File: src/rtl/core/pcf_pkg.sv
// ----------------------------------------------------------------------------
// pcf_pkg
// Shared types, codes and helpers of the path curve flattener.
// ----------------------------------------------------------------------------
package pcf_pkg;

	localparam logic [2:0] OP_CUBIC        = 3'd0;
	localparam logic [2:0] OP_SMOOTH_CUBIC = 3'd1;
	localparam logic [2:0] OP_QUAD         = 3'd2;
	localparam logic [2:0] OP_SMOOTH_QUAD  = 3'd3;

	localparam logic [1:0] FAM_NONE  = 2'd0;
	localparam logic [1:0] FAM_CUBIC = 2'd1;
	localparam logic [1:0] FAM_QUAD  = 2'd2;

	localparam logic REG_SEGMENT_COUNT = 1'b0;
	localparam logic [6:0] SEG_RESET   = 7'd16;

	// quotient bits produced by the divider
	localparam int DIV_QW = 34;

	typedef struct packed {
		logic busy;
		logic done;
	} div_sts_t;

	typedef struct packed {
		logic        push;
		logic        flush;
		logic [31:0] x;
		logic [31:0] y;
	} out_cmd_t;

	typedef struct packed {
		logic room;
	} out_sts_t;

	function automatic logic signed [31:0] sat32(input logic signed [33:0] v);
		logic signed [31:0] r;
		if (v > 34'sh0_7FFF_FFFF) begin
			r = 32'sh7FFF_FFFF;
		end else if (v < -34'sh0_8000_0000) begin
			r = 32'sh8000_0000;
		end else begin
			r = v[31:0];
		end
		return r;
	endfunction

endpackage

File: src/rtl/core/pcf_out.sv
// ----------------------------------------------------------------------------
// pcf_out
// Result staging: holds one pending point so the last flag can be set when
// the curve ends, plus the output register.
// ----------------------------------------------------------------------------
module pcf_out import pcf_pkg::*; (
	input  logic        clk,
	input  logic        arst_n,
	input  out_cmd_t    cmd,
	output out_sts_t    sts,
	output logic        point_valid,
	input  logic        point_ready,
	output logic [31:0] point_x,
	output logic [31:0] point_y,
	output logic        last
);

	logic        pv_q;
	logic [31:0] px_q;
	logic [31:0] py_q;
	logic        ov_q;
	logic [31:0] ox_q;
	logic [31:0] oy_q;
	logic        ol_q;
	logic        room;
	logic        load;

	assign room = !ov_q || point_ready;
	assign load = room && pv_q && (cmd.push || cmd.flush);

	always_ff @(posedge clk or negedge arst_n) begin
		if (!arst_n) begin
			pv_q <= 1'b0;
			ov_q <= 1'b0;
		end else begin
			if (load) begin
				ov_q <= 1'b1;
			end else if (point_ready) begin
				ov_q <= 1'b0;
			end
			if (cmd.push && room) begin
				pv_q <= 1'b1;
			end else if (cmd.flush && room) begin
				pv_q <= 1'b0;
			end
		end
	end

	always_ff @(posedge clk) begin
		if (load) begin
			ox_q <= px_q;
			oy_q <= py_q;
			ol_q <= cmd.flush;
		end
		if (cmd.push && room) begin
			px_q <= cmd.x;
			py_q <= cmd.y;
		end
	end

	assign sts.room    = room;
	assign point_valid = ov_q;
	assign point_x     = ox_q;
	assign point_y     = oy_q;
	assign last        = ol_q;

endmodule

File: config.mk
export PLATFORM = sky130hd
export DESIGN_NAME = pcf_out
export DESIGN_NICKNAME = d
export VERILOG_FILES = /design/src/rtl/core/pcf_pkg.sv /design/src/rtl/core/pcf_out.sv
export SDC_FILE = /design/constraint.sdc
export NUM_CORES = 1
export LEC_CHECK = 0
export BUFFER_PORTS_ARGS = -buffer_cell sky130_fd_sc_hd__clkbuf_2
export CAP_MARGIN = 40
export CORE_UTILIZATION = 51
export CTS_BUF_LIST = sky130_fd_sc_hd__clkbuf_8
export CTS_CLUSTER_DIAMETER = 30
export DETAILED_ROUTE_END_ITERATION = 10
export GPL_ROUTABILITY_DRIVEN = 0
export GPL_TIMING_DRIVEN = 0
export PLACE_DENSITY = 0.9
export SLEW_MARGIN = 20
export SYNTH_ARGS = -nofsm -noshare
export SYNTH_HDL_FRONTEND = slang
export SYNTH_SLANG_ARGS = --single-unit
File: constraint.sdc
create_clock -name clk -period 4.8 [get_ports clk]
set_clock_uncertainty 0.1 [all_clocks]
set_input_delay 0.48 -clock clk [delete_from_list [all_inputs] [get_ports clk]]
set_output_delay 0.48 -clock clk [all_outputs]
set_load 0.005 [all_outputs]
-- Yosys cells after proc, flatten, opt, wreduce, memory -nomap -nowiden
Cells that the tools add are included.
- memory bits (writable): 0
- bits in latches: 0
- output and inout port bits: 67
- bits in registers: 131
- bits in read-only memories: 0
- memories kept: 0
- add/sub/neg operators: 0
- multipliers: 0
- shift operators: 0
- multiplexer cells: 4
- bitwise operators: 0
- reductions and logical operators: 9
- equality and inequality tests: 0
- div/mod/pow operators: 0
- $lt $le $gt $ge: 0
- operators with widths (kind ; count):
    logical AND 1 bit ; 4
    2-to-1 mux 1 bit ; 4
    nonzero test 2 bit ; 2
    logical OR 1 bit ; 2
    logical NOT 1 bit ; 1

-- Depth between registers and ports, before layout
Gate-level depths: netlist (run 1).
- depth in word-level cells: 5
- gate-level depth with buffers: 3
- mapped depth without buffers: 3

-- Least setup slack after synthesis (run 1)
No wires, ideal clock.
- path kind: input -> register
- start point: input point_ready
- end point: register ol_q, in the netlist last (enable)
- arrival time: 3523 ps
- data required time: 4204 ps
- slack: 681 ps
- stages: 2
- cell sequence: nand2b_4 > nor2b_1
- cells in the longest elaborated chain, start to end: 3
- RTL lines (what ; line ; RTL):
    start, declared ; pcf_out.sv:12 ; input logic point_ready,
    logical OR 1 bit ; pcf_out.sv:28 ; assign room = !ov_q || point_ready;
    logical AND 1 bit (2 in series) ; pcf_out.sv:29 ; assign load = room && pv_q && (cmd.push || cmd.flush);
    named net load ; pcf_out.sv:26 ; logic load;
    end signal, assigned ; pcf_out.sv:53 ; ol_q <= cmd.flush;
    end, declared ; pcf_out.sv:24 ; logic ol_q;
The timed path passes the listed nets, and every way through them passes these cells.
A chain may end at the register's enable or synchronous reset.

-- Worst setup path after layout (run 1)
- start point: register ov_q, in the netlist point_valid
- end point: register py_q[9] (enable)
- cells in the longest elaborated chain, start to end: 3
- RTL lines (what ; line ; RTL):
    start, declared ; pcf_out.sv:21 ; logic ov_q;
    start signal, assigned ; pcf_out.sv:34 ; ov_q <= 1'b0;
    start signal, assigned ; pcf_out.sv:37 ; ov_q <= 1'b1;
    start signal, assigned ; pcf_out.sv:39 ; ov_q <= 1'b0;
    logical NOT 1 bit ; pcf_out.sv:28 ;
    logical OR 1 bit ; pcf_out.sv:28 ;
    logical AND 1 bit ; pcf_out.sv:55 ; if (cmd.push && room) begin
    end signal, assigned ; pcf_out.sv:57 ; py_q <= cmd.y;
    end, declared ; pcf_out.sv:20 ; logic [31:0] py_q;
Every way passes these cells.

==> key figures, run 1 <==
Status
  – Status: completed

Final layout
  – Area delta synth->final: 31.6%
  – ANT cells: 0
  – Final net count: 364
  – Final Non-Filler Cells: 406
  – Layout cells sized above 1: 55.0%
  – Post-route cell area: 0.00523 sq mm
  – Fill cell count: 485

Worst setup path
  – Startpoint types: flop
  – R2R depth: 2
  – CP Max Fanout: 65
  – Worst EP required: 4730 ps
  – FF-to-FF Start: point_valid$_DFFE_PN0P_
  – Reg2Reg Setup Slack: 3100 ps
  – Worst Setup End Kind: flop
  – Worst Path Arrival: 1630 ps
  – Setup CP Type: reg -> reg
  – Worst r2r dst: py_q[9]$_DFFE_PP_

Min path
  – Hold Path Sink: px_q[31]$_DFFE_PP_
  – Hold Path Stages: 1
  – Min-delay src: cmd[63]
  – Type of the tightest min-delay check: in -> reg

Die
  – Placement Rows: 31
  – Num ports: 136
  – Vert. Die Dim: 90.3 um
  – DIE AREA: 0.00815 sq mm
  – Chip Width: 90.3 um
  – Starting Density: 53.6%
  – Core Region: 0.00741 sq mm

Yosys
  – Area leader, netlist: edfxtp_1
  – YS warnings: 0
  – Synth Net Count: 207
  – Async S/R FF share, synth: 1.53%
  – Yosys cell types: 8
  – Main synth FF type: edfxtp_1
  – Seq/Total Area, Yosys: 98.8%
  – Syn Std Cell Area: 0.00397 sq mm
  – EDFF count, synth: 129
  – Most common cell in the netlist: edfxtp_1
  – Mapped Cells: 138
  – Top post-synthesis cells by count: 129 x edfxtp_1, 2 x dfrtp_1, 2 x nand2_1
  – Average size of a mapped cell: 28.8 sq um
  – Seq cells post-synth: 131
  – Top cell type's share of synthesized area: 97.5%
  – Dominant cells by area after synthesis: edfxtp_1 98%, dfrtp_1 1.3%, nand2b_4 0.35%

Global route
  – Vias in the first global route: 1881
  – Pin count of the biggest net entering global routing: 66
  – GRT Total Usage: 16.3%
  – Antenna violations before repair: 2
  – GRT overflow: 0
  – Global-route wire length before repair: 9110 um

CTS
  – PostCTS Resize Cnt: 0
  – Root Buffer: clkbuf_8
  – Clock-pin slew on the worst setup and hold paths: 70 ps
  – Later-pin clock latency in the skew report: 410 ps
  – H-tree levels: 4
  – CTS sink cnt: 131
  – Clk buf depth: 2
  – TritonCTS Buffers: 17
  – TritonCTS clock tree: done
  – Setup bufs post-CTS: 0

STA
  – Worst Max-Slew Pin Slew: 800 ps
  – Min cycle time layout: 1700 ps
  – Fin Hold WS: 141 ps
  – Slew headroom: 46.7%
  – Fmax: 0.589 GHz
  – Final period util: 35.4%
  – Final setup margin: 3100 ps
  – Hold Fails Final Rpt: 0
  – Final max-slew violation count: 0
  – Final setup viols: 0
  – RSZ-0062 raised after global routing: no

Placement
  – DP Area: 0.00482 sq mm
  – Final HPWL DP: 4180 um
  – I/O Buffers: 135
  – Placed Cells: 374
  – Dpl ws: 2890 ps

Routing
  – Via-to-Cell Ratio: 4.46
  – Drt total wl: 6180 um
  – Avg WL per Cell: 15.2 um
  – DRC violations left: 0
  – First-pass detailed-route iteration total: 4
  – Post-route antenna net violation count: 0
  – Routed vias: 1812
  – Drt first-iter violations: 46

Power
  – Maximum vdd drop: 0.344 mV
  – Leakage dissipation: 2.06 nW
  – Pwr dens: 474 mW/mm^2

Run
  – Max Cap Viol: 0
[logic make-up after synthesis]
group	after synthesis	share of synthesized area, %
flip-flops	131	98.8
AO/OA/AOI/OAI	2	0.315
AND/OR/NAND/NOR	5	0.914
[stage by stage]
stage          total power [mW]  TNS [ps]  utilization (%)
2_1_floorplan              1.49         0                -
3_3_place_gp               1.58     -7520             64.4
3_5_place_dp               1.60         0             65.1
4_1_cts                    2.51         0             70.6
5_1_grt                    2.57         0             70.6
6_report                   2.48         0             70.6
[how the worst max path moves through the flow]
stage                                       start                    end  slack [ps]
after floorplan                       point_ready         last$_DFFE_PP_         680
after global placement                point_ready  point_y[15]$_DFFE_PP_        -120
after detailed placement              point_ready      py_q[8]$_DFFE_PP_        2890
after CTS                 point_valid$_DFFE_PN0P_      py_q[9]$_DFFE_PP_        3090
after global routing      point_valid$_DFFE_PN0P_     px_q[17]$_DFFE_PP_        3000
final                     point_valid$_DFFE_PN0P_      py_q[9]$_DFFE_PP_        3100
[state kept, by name, summed over array words and instances, names as in the netlist]
name	cells
point_x	32
point_y	32
px_q	32
py_q	32
last	1
point_valid	1
pv_q	1
[critical path, stage by stage (launching register included)]
cell      delay, ps
dfrtp_1         420
nand2b_4        110
and2_4          670
[routing by layer]
metal | track usage, % | wire (um) | vias up
li1 | - | - | 871
met1 | 15.3 | 2280 | 836
met2 | 26.1 | 3060 | 93
met3 | 10.4 | 732 | 10
met4 | 10.6 | 87 | 2
met5 | 0 | 13 | -
[cell type report]
cell class	count	area (sq um)	share of cell area [%]
Sequential cell	131	3920	75.1
Timing Repair Buffer	138	726	13.9
Clock buffer	17	234	4.48
Clock inverter	14	164	3.14
Tap cell	99	124	2.37
Multi-Input combinational cell	7	56.3	1.08
[cell usage in the layout, fill, tap and decap left out, drive strengths merged]
master	Yosys	routed
nand2	2	2
clkinvlp	0	4
edfxtp	129	129
inv	0	1
nand2b	1	1
bufinv	0	3
nor2b	1	1
clkbuf	0	152
buf	0	2
dfrtp	2	2
dlygate4sd3	0	1
a21o	1	1
clkinv	0	6
o21ai	1	1
and2	1	1
[where the power goes]
| group | switching, mW | internal (mW) |
|---|---|---|
| clock network | 0.399 | 0.508 |
| registers | 0.0262 | 1.38 |
| logic | 0.0910 | 0.0701 |
[timing repair]
action                                  4_1_cts  5_1_grt
hold buffers                                  1        0
endpoints found under the setup margin        0        0
endpoints found under the hold margin         2        0
Power figures use the tool's default switching activity.
==> run 2: changes to the inputs <==
- CORE_UTILIZATION: 51 -> 46
- PLACE_DENSITY: 0.9 -> 0.86
- clock period: 4.8 -> 1.4 ns (I/O delays scaled with it)
==> run 2 against run 1 <==
The run now ends with setup timing left. Total power grew to 3.7 times the previous value. Count of clock-buffer cells in the layout stayed put. Final cell count is 22% higher. Die area is 11% higher. Global-route usage is 2.7 points higher. Non-clock buffer count is 79 higher. Hold slack worse by 79 ps. Critical path type unchanged. Largest power group unchanged.
==> key figures, run 2 (synthesized netlist as in run 1, its figures left out) <==
CTS
  – Later-pin clock latency in the skew report: 420 ps (about the same)
  – Clock-pin slew on the worst setup and hold paths: 70 ps (about the same)
  – CTS sink cnt: 131 (unchanged)
  – TritonCTS clock tree: done
  – Root Buffer: clkbuf_8
  – TritonCTS Buffers: 17 (unchanged)
  – H-tree levels: 4 (unchanged)
  – Clk buf depth: 2 (unchanged)

Global route
  – GRT Total Usage: 19.0% (+2.7 points)
  – Antenna violations before repair: 0 (-2)
  – Vias in the first global route: 2390 (+27%)
  – Pin count of the biggest net entering global routing: 31 (-53%)
  – Global-route wire length before repair: 11600 um (+27%)
  – GRT overflow: 0 (unchanged)

Final layout
  – Final net count: 446 (+23%)
  – Area delta synth->final: 54.0%
  – ANT cells: 0 (unchanged)
  – Post-route cell area: 0.00612 sq mm (+17%)
  – Layout cells sized above 1: 46.9% (-8.1 points)
  – Final Util: 73.7% (+3.1 points)
  – Most common cell after layout, fill and taps aside: clkbuf_2
  – Most frequent cells in the layout: 135 x clkbuf_2, 129 x edfxtp_1, 69 x dlygate4sd3_1, 17 x clkbuf_8, 6 x buf_4
  – Final Non-Filler Cells: 495 (+22%)

Die
  – Vert. Die Dim: 94.9 um (+5.2%)
  – Core Region: 0.00830 sq mm (+12%)
  – Chip Width: 94.9 um (+5.2%)
  – Placement Rows: 33 (+6.5%)
  – Starting Density: 47.9% (-5.8 points)
  – Num ports: 136 (unchanged)
  – DIE AREA: 0.00901 sq mm (+11%)

Power
  – Leakage dissipation: 2.45 nW (+19%)
  – Power, Total: 9.09 mW (+270%)
  – Pwr dens: 1490 mW/mm^2 (+210%)
  – Maximum vdd drop: 1.05 mV (+210%)

STA
  – Final setup margin: -25.7 ps (-3130 ps)
  – Final max-slew violation count: 0 (unchanged)
  – Worst Max-Slew Pin Slew: 437 ps (-363 ps)
  – Setup TNS: -1030 ps (-1030 ps)
  – Fmax: 0.701 GHz (+19%)
  – RSZ-0062 raised after global routing: yes
  – Min cycle time layout: 1430 ps (-273 ps)
  – Fin Hold WS: 62.0 ps (-78.6 ps)
  – Final period util: 102% (+66 points)
  – Hold Fails Final Rpt: 0 (unchanged)
  – Final setup viols: 62 (+62)
  – Slew headroom: 70.9% (+24 points)

Worst setup path
  – FF-to-FF Start: point_valid$_DFFE_PN0P_
  – Startpoint types: flop
  – Worst Setup End Kind: flop
  – Max incr delay on CP: 410 ps (-260 ps)
  – CP max stage cell: dfrtp_1
  – Worst Path Arrival: 1450 ps (-180 ps)
  – CP Max Fanout: 15 (-77%)
  – Worst EP required: 1420 ps (-3310 ps)
  – Beginning of the critical path: point_valid$_DFFE_PN0P_
  – Setup CP Type: reg -> reg
  – Critical Path, Cell by Cell: nand2b_4 -> nor2b_4 -> buf_12 -> buf_16

Placement
  – DP Area: 0.00483 sq mm (+0.16%)
  – Dpl ws: -331 ps (-3230 ps)
  – I/O Buffers: 135 (unchanged)
  – Placed Cells: 380 (+1.6%)

Routing
  – First-pass detailed-route iteration total: 5 (+1)
  – Post-route antenna net violation count: 0 (unchanged)
  – Via-to-Cell Ratio: 4.51 (+0.99%)
  – Avg WL per Cell: 17.2 um (+13%)
  – DRC violations left: 0 (unchanged)
  – Drt first-iter violations: 92 (+100%)
  – Routed vias: 2231 (+23%)
  – Drt total wl: 8490 um (+37%)

Status
  – Status: finished with violations
  – Failing checks: setup timing

Min path
  – Min-delay src: cmd[65]
  – Type of the tightest min-delay check: in -> reg

Run
  – Max Cap Viol: 0 (unchanged)
run 2: path summary, 6_finish.rpt:
kind                                            to  cells past startpoint  slack (ps)
max                          point_x[19]$_DFFE_PP_                      4         -30
min                        point_valid$_DFFE_PN0P_                      3          60
max reg2reg                  point_x[19]$_DFFE_PP_                      4         -30
min reg2reg                  point_y[24]$_DFFE_PP_                      0         320
max in group asynchronous  point_valid$_DFFE_PN0P_                      3         510
min in group asynchronous         pv_q$_DFFE_PN0P_                      3         540
run 2: layer usage:
layer / wire (um) / global-route usage, %
met5: 0 / 0
met4: 99 / 8.46
met3: 832 / 10.8
met2: 4460 / 32.4
met1: 3100 / 18.5
run 2: cell type report:
| class | instances | area [sq um] |
|---|---|---|
| Clock buffer | 17 | 234 |
| Clock inverter | 15 | 190 |
| Fill cell | 457 | 2180 |
| Multi-Input combinational cell | 10 | 81.3 |
| Sequential cell | 131 | 3920 |
| Tap cell | 105 | 131 |
| Timing Repair Buffer | 217 | 1560 |
run 2: power breakdown:
group	switching [mW]	internal, mW
clock network	1.43	1.92
logic	0.417	0.480
registers	0.0950	4.74
run 2: what timing repair did:
item / in CTS / in global routing
pin swaps: 1 / 0
hold buffers: 68 / 1
endpoints found under the hold margin: 69 / 1
gates cloned: 3 / 4
setup endpoints to repair: 125 / 92
resized for setup: 1 / 4
buffers inserted: 2 / 5
run 2: worst max-delay path, delay by kind of cell, from the launching register on:
family | cells | cell delay, ps
flops | 1 | 410
simple gates | 2 | 290
buf+inv | 2 | 320
