File: config.mk
export PLATFORM = sky130hd
export DESIGN_NAME = pcf_div
export DESIGN_NICKNAME = d
export VERILOG_FILES = /design/src/rtl/core/pcf_pkg.sv /design/src/rtl/core/pcf_div.sv
export SDC_FILE = /design/constraint.sdc
export NUM_CORES = 1
export LEC_CHECK = 0
export ABC_AREA = 1
export ABC_CLOCK_PERIOD_IN_PS = 3800
export BUFFER_PORTS_ARGS = -buffer_cell sky130_fd_sc_hd__buf_2
export CAP_MARGIN = 20
export CORE_MARGIN = 2
export CORE_UTILIZATION = 30
export DETAILED_ROUTE_END_ITERATION = 8
export HOLD_SLACK_MARGIN = 0.05
export PLACE_DENSITY = 0.45
export SYNTH_ARGS = -nofsm -noshare
export SYNTH_HDL_FRONTEND = slang
export SYNTH_SLANG_ARGS = --single-unit
File: constraint.sdc
create_clock -name clk -period 3.8 [get_ports clk]
set_input_delay 0.38 -clock clk [delete_from_list [all_inputs] [get_ports clk]]
set_output_delay 0.38 -clock clk [all_outputs]
set_load 0.02 [all_outputs]
File: src/rtl/core/pcf_pkg.sv
// ----------------------------------------------------------------------------
// pcf_pkg
// Shared types, codes and helpers of the path curve flattener.
// ----------------------------------------------------------------------------
package pcf_pkg;

	localparam logic [2:0] OP_CUBIC        = 3'd0;
	localparam logic [2:0] OP_SMOOTH_CUBIC = 3'd1;
	localparam logic [2:0] OP_QUAD         = 3'd2;
	localparam logic [2:0] OP_SMOOTH_QUAD  = 3'd3;

	localparam logic [1:0] FAM_NONE  = 2'd0;
	localparam logic [1:0] FAM_CUBIC = 2'd1;
	localparam logic [1:0] FAM_QUAD  = 2'd2;

	localparam logic REG_SEGMENT_COUNT = 1'b0;
	localparam logic [6:0] SEG_RESET   = 7'd16;

	// quotient bits produced by the divider
	localparam int DIV_QW = 34;

	typedef struct packed {
		logic busy;
		logic done;
	} div_sts_t;

	typedef struct packed {
		logic        push;
		logic        flush;
		logic [31:0] x;
		logic [31:0] y;
	} out_cmd_t;

	typedef struct packed {
		logic room;
	} out_sts_t;

	function automatic logic signed [31:0] sat32(input logic signed [33:0] v);
		logic signed [31:0] r;
		if (v > 34'sh0_7FFF_FFFF) begin
			r = 32'sh7FFF_FFFF;
		end else if (v < -34'sh0_8000_0000) begin
			r = 32'sh8000_0000;
		end else begin
			r = v[31:0];
		end
		return r;
	endfunction

endpackage

File: src/rtl/core/pcf_div.sv
// ----------------------------------------------------------------------------
// pcf_div
// Radix-2 restoring divider: signed numerator, positive denominator,
// floor quotient. One quotient bit per cycle.
// ----------------------------------------------------------------------------
module pcf_div import pcf_pkg::*; #(
	parameter int NUM_W = 38,
	parameter int DEN_W = 4
) (
	input  logic                    clk,
	input  logic                    arst_n,
	input  logic                    start,
	input  logic signed [NUM_W-1:0] num,
	input  logic [DEN_W-1:0]        den,
	output logic signed [DIV_QW-1:0] quo,
	output div_sts_t                sts
);

	localparam int CW = $clog2(DIV_QW + 1);

	logic [NUM_W-1:0]  mag;
	logic [DEN_W-1:0]  rem_q;
	logic [DEN_W-1:0]  den_q;
	logic [DIV_QW-1:0] lo_q;
	logic [CW-1:0]     cnt_q;
	logic              neg_q;
	logic              busy_q;
	logic              done_q;
	logic [DEN_W:0]    r2;
	logic [DEN_W:0]    diff;
	logic              ge;

	assign mag  = num[NUM_W-1] ? NUM_W'(-num) : NUM_W'(num);
	assign r2   = {rem_q, lo_q[DIV_QW-1]};
	assign diff = r2 - {1'b0, den_q};
	assign ge   = r2 >= {1'b0, den_q};

	always_ff @(posedge clk or negedge arst_n) begin
		if (!arst_n) begin
			busy_q <= 1'b0;
			done_q <= 1'b0;
			cnt_q  <= '0;
		end else begin
			if (start) begin
				busy_q <= 1'b1;
				done_q <= 1'b0;
				cnt_q  <= CW'(DIV_QW);
			end else if (busy_q) begin
				cnt_q <= cnt_q - 1'b1;
				if (cnt_q == CW'(1)) begin
					busy_q <= 1'b0;
					done_q <= 1'b1;
				end else begin
					done_q <= 1'b0;
				end
			end else begin
				done_q <= 1'b0;
			end
		end
	end

	always_ff @(posedge clk) begin
		if (start) begin
			neg_q <= num[NUM_W-1];
			den_q <= den;
			rem_q <= DEN_W'(mag[NUM_W-1:DIV_QW]);
			lo_q  <= mag[DIV_QW-1:0];
		end else if (busy_q) begin
			rem_q <= ge ? diff[DEN_W-1:0] : r2[DEN_W-1:0];
			lo_q  <= {lo_q[DIV_QW-2:0], ge};
		end
	end

	// floor for negative numerators: -q, or -q-1 when a remainder is left
	always_comb begin
		if (!neg_q) begin
			quo = lo_q;
		end else if (rem_q != '0) begin
			quo = ~lo_q;
		end else begin
			quo = -lo_q;
		end
	end

	assign sts.busy = busy_q;
	assign sts.done = done_q;

endmodule

-- Yosys cells after proc, flatten, opt, wreduce, memory -nomap -nowiden
Cells that the tools add are included.
- output and inout bits: 36
- input bits: 45
- bits in registers: 51
- logic and storage cells: 32
- eq/ne operators: 1
- mux-type cells: 16
- add/sub/neg operators: 4
- reductions and logical operators: 2
- bitwise operators: 1
- order comparisons: 1
- operator list (cell ; number):
    $mux 34 ; 4
    $mux 38 ; 1
    $neg 38->38 ; 1
    $neg 34->34 ; 1
    $not 34->34 ; 1
    $mux 4 ; 3
    $mux 6 ; 2
    $eq 6x1->1 const B ; 1
    $mux 1 ; 6
    $sub 6x1->6 const B ; 1
    $ge 5x4->1 ; 1
    $reduce_bool 4->1 ; 1
    $sub 4x4->4 ; 1
    $reduce_bool 2->1 ; 1

-- Logic depth before layout (Yosys ltp)
Gate-level depths: netlist of the first run.
- depth in word-level cells: 4
- gate-level depth with buffers: 12
- depth with buffers taken out: 12

-- Least setup slack after synthesis of the first run
Ideal clock, no wire load.
- path kind: input-to-reg
- start: input port start
- end: register lo_q[0] (enable)
- setup slack: 1.890 ns
- stages on the path: 3
- path buffers: 1
- data required time: 3.403 ns
- setup time: 0.397 ns
- data arrival time: 1.513 ns
- cell sequence: clkbuf_1 -> inv_2 -> nand2_1
- longest elaborated chain between the ends: 1
- ends and longest elaborated chain (what ; line ; text):
    start: declaration ; pcf_div.sv:12 ; input logic start,
    $reduce_bool 2->1 (no line) ; - ;
    end signal: assignment ; pcf_div.sv:67 ; lo_q <= mag[DIV_QW-1:0];
    end signal: assignment ; pcf_div.sv:70 ; lo_q <= {lo_q[DIV_QW-2:0], ge};
    end: declaration ; pcf_div.sv:24 ; logic [DIV_QW-1:0] lo_q;
Every way passes these cells.
A chain may end at the register's enable or synchronous reset.

-- Worst setup path after layout of the first run
- start: register neg_q
- end: output port quo[32]
- longest elaborated chain between the ends: 1
- ends and longest elaborated chain (what ; line ; text):
    start: declaration ; pcf_div.sv:26 ; logic neg_q;
    start signal: assignment ; pcf_div.sv:64 ; neg_q <= num[NUM_W-1];
    $mux 34 ; pcf_div.sv:76 ; if (!neg_q) begin
    end: declaration ; pcf_div.sv:15 ; output logic signed [DIV_QW-1:0] quo,
Every way passes these cells.

==> flow_metrics.py, run 1 <==
metrics = {
    "clock_tree": {
        "cts_buffer_depth": 2,
        "clk_pin_slew_ps": 70,
        "root_buffer": "clkbuf_16",
        "clock-sinks": 51,
        "htreeDepth": 2,
        "clk_latency_ps": 290,
        "cts_resized": 0,
        "cts_tree": "built",
        "numCtsBuffers": 5,
    },
    "global_routing": {
        "grt_usage_pct": 16.9,
        "grt_pass1_vias": 4254,
        "grt-ovfl-total": 0,
        "grt_max_degree": 47,
        "grt_pass1_wl_mm": 21.8,
        "antenna_found_initial": 0,
    },
    "cells_and_area": {
        "fillers": 1622,
        "final_cell_mix": "nand2_1, buf_2, nand3_1, inv_1, nor2_1",
        "multi_input_area_sq_um": 2660,
        "antennaDiodeCount": 0,
        "final_nets": 800,
        "drive_gt1_share_pct": 17.4,
        "ff_latch_area_sq_um": 1490,
        "final_common_cell": "nand2_1",
        "area_delta_synth_final_pct": 15.9,
    },
    "route": {
        "drt-total-wl_mm": 13.4,
        "wl_per_cell_um": 14.4,
        "drc_errors": 0,
        "routed-via-count": 4433,
        "drtIter0Drc": 368,
        "final_antenna_net_count": 0,
        "dr.pass1.iters": 5,
        "vias_per_cell": 4.77,
    },
    "die": {
        "die_height_um": 127,
        "die_w_um": 127,
        "dieArea_sq_um": 16100,
        "coreArea_sq_um": 14600,
        "io_pins": 81,
        "start_util_pct": 31.0,
        "num_rows": 44,
    },
    "critical_path": {
        "worstPathMaxFanout": 31,
        "path_buf_inv": 1,
        "critPathTopFamily": "flip-flops",
        "startpoint_type": "flip-flop",
        "cp.arrival_ps": 2250,
        "required_ps": 3420,
        "critPathSlowestCell": "edfxtp_1",
        "cp_common_cell": "nand2_1",
        "worstPathCellList": "o21ai_0 > nand4_1 > nand2_1 > nand2_1 > buf_2",
        "end_kind": "output port",
        "r2r_cells": 10,
        "cp.depth": 5,
        "slowest_delay_ps": 1050,
        "crit_type": "reg -> out",
    },
    "min_path": {
        "hold_depth": 1,
        "min_path_type": "in -> reg",
    },
    "timing": {
        "max_slew_margin_pct": 29.7,
        "clock_skew_ps": 7.31,
        "slew_viol_final": 0,
        "fin_tns_setup_ps": 0,
        "final-setup-viol-count": 0,
        "tightest_slew_ps": 1060,
        "whs_ps": 259,
        "post-route-period-util_pct": 69.2,
        "finalHoldViolCount": 0,
        "final.min_clock_period_ps": 2630,
        "max_freq_mhz": 380,
        "rsz0062_at_grt": "no",
    },
    "yosys": {
        "ys_warn_count": 0,
        "ys_ff_latch": 51,
        "syn_nets": 728,
        "syn_area_sq_um": 4540,
        "netlist_instances": 674,
        "syn_avg_cell_area_sq_um": 6.74,
        "ys_seq_area_share_pct": 32.8,
        "ys_types": 43,
    },
    "placed_design": {
        "dp_hpwl_mm": 10.9,
        "place_congestion": 0.874,
        "port-buffer-count": 80,
    },
    "pwr": {
        "power_uw": 2030,
        "power_leakage_uw": 0.00249,
        "ir_drop_mv": 0.173,
        "powerDensity_nw_per_um2": 386,
    },
    "run": {
        "drv_cap": 0,
    },
    "run_status": {
        "status": "completed",
    },
}
report_power, final:
part	leakage (uW)	internal, uW	switching, uW
clock network	0.0000759	307	197
logic	0.00186	245	497
registers	0.000559	704	83.0
Yosys cell counts, drive strengths merged:
| library cell | count | area share (%) |
|---|---|---|
| dfrtp | 8 | 4.4 |
| o21a | 1 | 0.17 |
| nand2 | 215 | 19 |
| and2 | 2 | 0.30 |
| buf | 10 | 1.5 |
| o21ai | 47 | 5.5 |
| ha | 8 | 2.2 |
| inv | 77 | 6.4 |
| nand4 | 23 | 3.2 |
| clkbuf | 9 | 0.74 |
| nand3b | 3 | 0.50 |
| nor4 | 2 | 0.28 |
| o21bai | 2 | 0.41 |
| nor3 | 7 | 0.88 |
| a31oi | 2 | 0.28 |
| xnor2 | 4 | 0.77 |
| o22ai | 4 | 0.55 |
| nor2 | 88 | 8.6 |
| a21o | 1 | 0.17 |
| or2 | 2 | 0.28 |
| o211ai | 1 | 0.17 |
| fa | 1 | 0.44 |
| edfxtp | 43 | 28 |
| a21oi | 13 | 1.4 |
| nand3 | 75 | 8.4 |
| xor2 | 26 | 5.0 |
per-stage QoR:
step / setup WS (ps) / utilization [%] / instances / area, sq um
finish: 1170 / 36.0 / 930 / 5270
global route: 959 / 36.0 / 930 / 5270
detailed placement: 1520 / 34.8 / 922 / 5090
CTS: 1210 / 36.0 / 930 / 5270
floorplan: 1890 / - / 674 / 4540
global placement: 1560 / 34.8 / 922 / 5090
logic make-up (layout without fill, tap and decap cells):
| kind of cell | count (synthesis) | after routing | synth area share, % |
|---|---|---|---|
| compound gates | 71 | 71 | 8.67 |
| xor+xnor | 30 | 30 | 5.78 |
| fa+ha+maj | 9 | 9 | 2.64 |
| buf+inv | 96 | 168 | 8.62 |
| flops | 51 | 51 | 32.8 |
| simple gates | 417 | 417 | 41.5 |
worst reg2reg max path, stage by stage (launching register included):
cell and delay [ps]:
edfxtp_1 420, ha_1 380, nand2_1 70, o21ai_0 220, inv_1 90, nand2_1 150, inv_1 80, nor2_1 80
nor2_1 40, o21ai_0 120, nand2_1 80
flip-flops by register name, indices dropped and copies added, names as in the netlist:
| name | cells |
|---|---|
| done_q | 1 |
| lo_q | 34 |
| den_q | 4 |
| rem_q | 4 |
| neg_q | 1 |
| cnt_q | 6 |
| busy_q | 1 |
area by class of cell:
class	count	share of cell area (%)
multi-input combinational	527	50.5
clock buffer	5	2.38
inverter	77	5.49
timing repair buffer	84	8.22
sequential	51	28.3
tap	184	4.37
clock inverter	2	0.713
layer usage:
metal | GRT usage (%) | share of wire (%) | vias to the layer above
li1 | - | - | 2351
met5 | 0 | 0 | -
met2 | 25.4 | 42 | 97
met3 | 2.05 | 3.5 | 11
met1 | 25.9 | 53 | 1974
met4 | 4.07 | 1.2 | 0
timing repair:
action                    4_1_cts  5_1_grt
setup buffers                   0        0
hold endpoints to repair        8        0
hold buffers                    1        0
path summary, 6_finish.rpt:
| check | from | end | slack, ps |
|---|---|---|---|
| min in group asynchronous | arst_n | cnt_q[2]$_DFFE_PN0P_ | 450 |
| hold / removal | den[0] | den_q[0]$_DFFE_PP_ | 260 |
| hold reg to reg | cnt_q[4]$_DFFE_PN0P_ | cnt_q[4]$_DFFE_PN0P_ | 490 |
| max in group asynchronous | arst_n | done_q$_DFF_PN0_ | 3180 |
| setup / recovery | neg_q$_DFFE_PP_ | quo[32] | 1170 |
| setup reg to reg | rem_q[1]$_DFFE_PP_ | rem_q[1]$_DFFE_PP_ | 1830 |
(Power assumes the default switching activity.)
==> run 2, diff against run 1 <==
- ABC_AREA: 1 -> 0
- ABC_CLOCK_PERIOD_IN_PS: 3800 -> 2350
- PLACE_DENSITY: 0.45 -> 0.48
- clock period: 3.8 -> 2.35 ns (I/O delays scaled with it)
==> run 2 against run 1 <==
Net effect:
- the flow now finishes with violations (setup timing)
- clock-buffer cell count up 2
- final area up 12%
- highest routed layer unchanged
- flip-flop and latch count unchanged
- critical path type unchanged
- critical endpoint is now quo[33]
==> flow_metrics.py, run 2 <==
metrics = {
    "critical_path": {
        "crit_path_start": "lo_q[26]$_DFFE_PP_",
        "cp.arrival_ps": 2590,
        "critPathSlowestCell": "or4_4",
        "r2r_cells": 9,
        "startpoint_type": "flip-flop",
        "slowest_delay_ps": 540,
        "r2r_start": "rem_q[1]$_DFFE_PP_",
        "crit_type": "reg -> out",
        "required_ps": 2120,
        "reg2reg_slack_ps": 60,
        "worstPathMaxFanout": 2,
        "cp.depth": 6,
        "critPathTopFamily": "simple AND/OR/NAND/NOR gates",
        "r2r_end": "rem_q[2]$_DFFE_PP_",
        "path_buf_inv": 1,
        "end_kind": "output port",
        "worstPathCellList": "or4_4 > or4_4 > or4_4 > o21ai_4 > xnor2_4 > buf_6",
        "cp_common_cell": "or4_4",
    },
    "global_routing": {
        "gr-usage-met2_pct": 30.7,
        "grt_pass1_wl_mm": 18.3,
        "use_met3_pct": 2.68,
        "grt_pass1_vias": 3640,
        "grt-ovfl-total": 0,
        "top_usage_layer": "met2",
        "grt_usage_pct": 17.3,
        "grt_max_degree": 74,
        "antenna_found_initial": 0,
        "use_met1_pct": 22.1,
    },
    "placed_design": {
        "port-buffer-count": 80,
        "placed_area_sq_um": 4850,
        "place_congestion": 0.807,
        "dp_hpwl_mm": 8.30,
    },
    "pwr": {
        "ir_drop_mv": 0.303,
        "powerDensity_nw_per_um2": 657,
        "power_leakage_uw": 0.00233,
    },
    "cells_and_area": {
        "final_common_cell": "buf_4",
        "final_nets": 622,
        "antennaDiodeCount": 0,
        "final_cell_mix": "buf_4, buf_2, nor2_1, edfxtp_1, xor2_1",
        "largestRegisters": "lo_q x34, cnt_q x6",
        "multi_input_area_sq_um": 2740,
        "area_delta_synth_final_pct": 53.3,
        "ff_latch_area_sq_um": 1490,
        "final_area_sq_um": 5890,
        "utilization_pct": 46.9,
        "largest_reg_flops": 34,
        "largest_register": "lo_q",
        "drive_gt1_share_pct": 41.8,
        "fillers": 1206,
    },
    "timing": {
        "post-route-period-util_pct": 120,
        "tightest_slew_ps": 670,
        "slew_viol_final": 0,
        "fin_tns_setup_ps": -6170,
        "timing.final.ws_setup_ps": -478,
        "rsz0062_at_grt": "yes",
        "final.min_clock_period_ps": 2830,
        "final-setup-viol-count": 26,
        "max_freq_mhz": 354,
        "whs_ps": 104,
        "finalHoldViolCount": 0,
        "clock_skew_ps": 7.00,
        "max_slew_margin_pct": 55.3,
    },
    "yosys": {
        "syn_avg_cell_area_sq_um": 9.20,
        "ys_types": 44,
        "ys_seq_area_share_pct": 38.8,
        "synth_top_flop_cell": "edfxtp_1",
        "syn_nets": 472,
        "synth_top_area_cell": "edfxtp_1",
        "synth_common_cells": "nor2_1, edfxtp_1, xnor2_1, xor2_1, a21oi_1",
        "syn_area_sq_um": 3840,
        "synth_edf_count": 43,
        "ys_ff_latch": 51,
        "ys_async_sr_fraction_pct": 15.7,
        "yosysMostFrequentCell": "nor2_1",
        "yosysTopAreaCellShare_pct": 33.6,
        "ys_warn_count": 0,
        "synth_area_leaders": "edfxtp_1, xnor2_1, xor2_1",
        "netlist_instances": 418,
    },
    "clock_tree": {
        "htreeDepth": 2,
        "numCtsBuffers": 5,
        "clock-sinks": 51,
        "clk_latency_ps": 300,
        "cts_tree": "built",
        "root_buffer": "clkbuf_16",
        "cts_buffer_depth": 2,
        "clk_pin_slew_ps": 80,
    },
    "run": {
        "drv_cap": 0,
    },
    "run_status": {
        "violations": "setup timing",
        "status": "finished with violations",
    },
    "die": {
        "start_util_pct": 30.6,
        "die_w_um": 117,
        "dieArea_sq_um": 13700,
        "coreArea_sq_um": 12600,
        "num_rows": 41,
        "io_pins": 81,
        "die_height_um": 117,
    },
    "route": {
        "drt-total-wl_mm": 11.8,
        "wl_per_cell_um": 15.9,
        "final_antenna_net_count": 0,
        "vias_per_cell": 5.01,
        "drtIter0Drc": 230,
        "routed-via-count": 3715,
        "drc_errors": 0,
        "dr.pass1.iters": 4,
    },
    "min_path": {
        "hold_depth": 1,
        "hp-start": "den[1]",
        "min_path_type": "in -> reg",
        "holdPathEnd": "den_q[1]$_DFFE_PP_",
    },
}
-- run 2: changes by cell type after synthesis, sizes merged, moves of 9 or more --
| cell | change |
|---|---|
| nand2 | -193 |
| inv | -63 |
| nand3 | -63 |
| nor2 | -39 |
| xnor2 | +34 |
| o31ai | +28 |
| o21ai | -27 |
| a21oi | +21 |
| nand4 | -18 |
| o41ai | +13 |
| or4 | +11 |
| xor2 | +9 |
-- run 2: how the worst max path moves through the flow --
stage	slack, ps	end
after global routing	-580	quo[33]
after global placement	-230	quo[33]
after detailed placement	-230	quo[33]
after floorplan	-70	quo[33]
final	-480	quo[33]
after CTS	-500	quo[33]
-- run 2: final cells by class --
class / count / area share (%)
multi-input combinational: 331 / 46.4
sequential: 51 / 25.3
timing repair buffer: 165 / 20.7
tap: 172 / 3.65
clock buffer: 7 / 2.97
inverter: 14 / 0.892
clock inverter: 1 / 0.106
-- run 2: worst register-to-register path: cells and delay by family (launching register included) --
kind,cells,cell delay (ps)
AO/OA/AOI/OAI,4,790
adder cells (fa/ha/maj),1,280
AND/OR/NAND/NOR,1,150
buffers and inverters,3,420
flip-flops,1,410
-- run 2: where the power goes --
group          leakage (uW)  switching [uW]  internal, uW
combinational       0.00170             877           839
clock             0.0000907             355           526
sequential         0.000533             118          1150
-- run 2: cell families (layout without fill, tap and decap cells) --
kind of cell / Yosys count / count (layout) / synth area share, %
AO/OA/AOI/OAI: 100 / 100 / 16.6
adder cells (fa/ha/maj): 9 / 9 / 3.13
buffers and inverters: 36 / 187 / 3.91
flip-flops: 51 / 51 / 38.8
multiplexers: 6 / 6 / 1.60
XOR/XNOR: 73 / 73 / 16.6
AND/OR/NAND/NOR: 143 / 143 / 19.3
-- run 2: layer usage --
| layer | part of all wire [%] | wire length, um |
|---|---|---|
| met2 | 52 | 6120 |
| met1 | 44 | 5190 |
| met3 | 2.7 | 316 |
| met5 | 0 | 0 |
| met4 | 1.1 | 127 |
-- run 2: timing repair --
action,4_1_cts,5_1_grt
buffers inserted,18,8
hold buffers,1,0
hold endpoints to repair,8,0
resized for setup,94,41
pin swaps,30,22
endpoints found under the setup margin,29,34
-- run 2: through the flow --
step	setup WS (ps)	total power [uW]	std cells
after floorplan	-73.0	2090	418
after global placement	-229	2600	706
after detailed placement	-233	2620	706
after CTS	-495	3730	733
after global routing	-580	4100	741
final	-478	3870	741
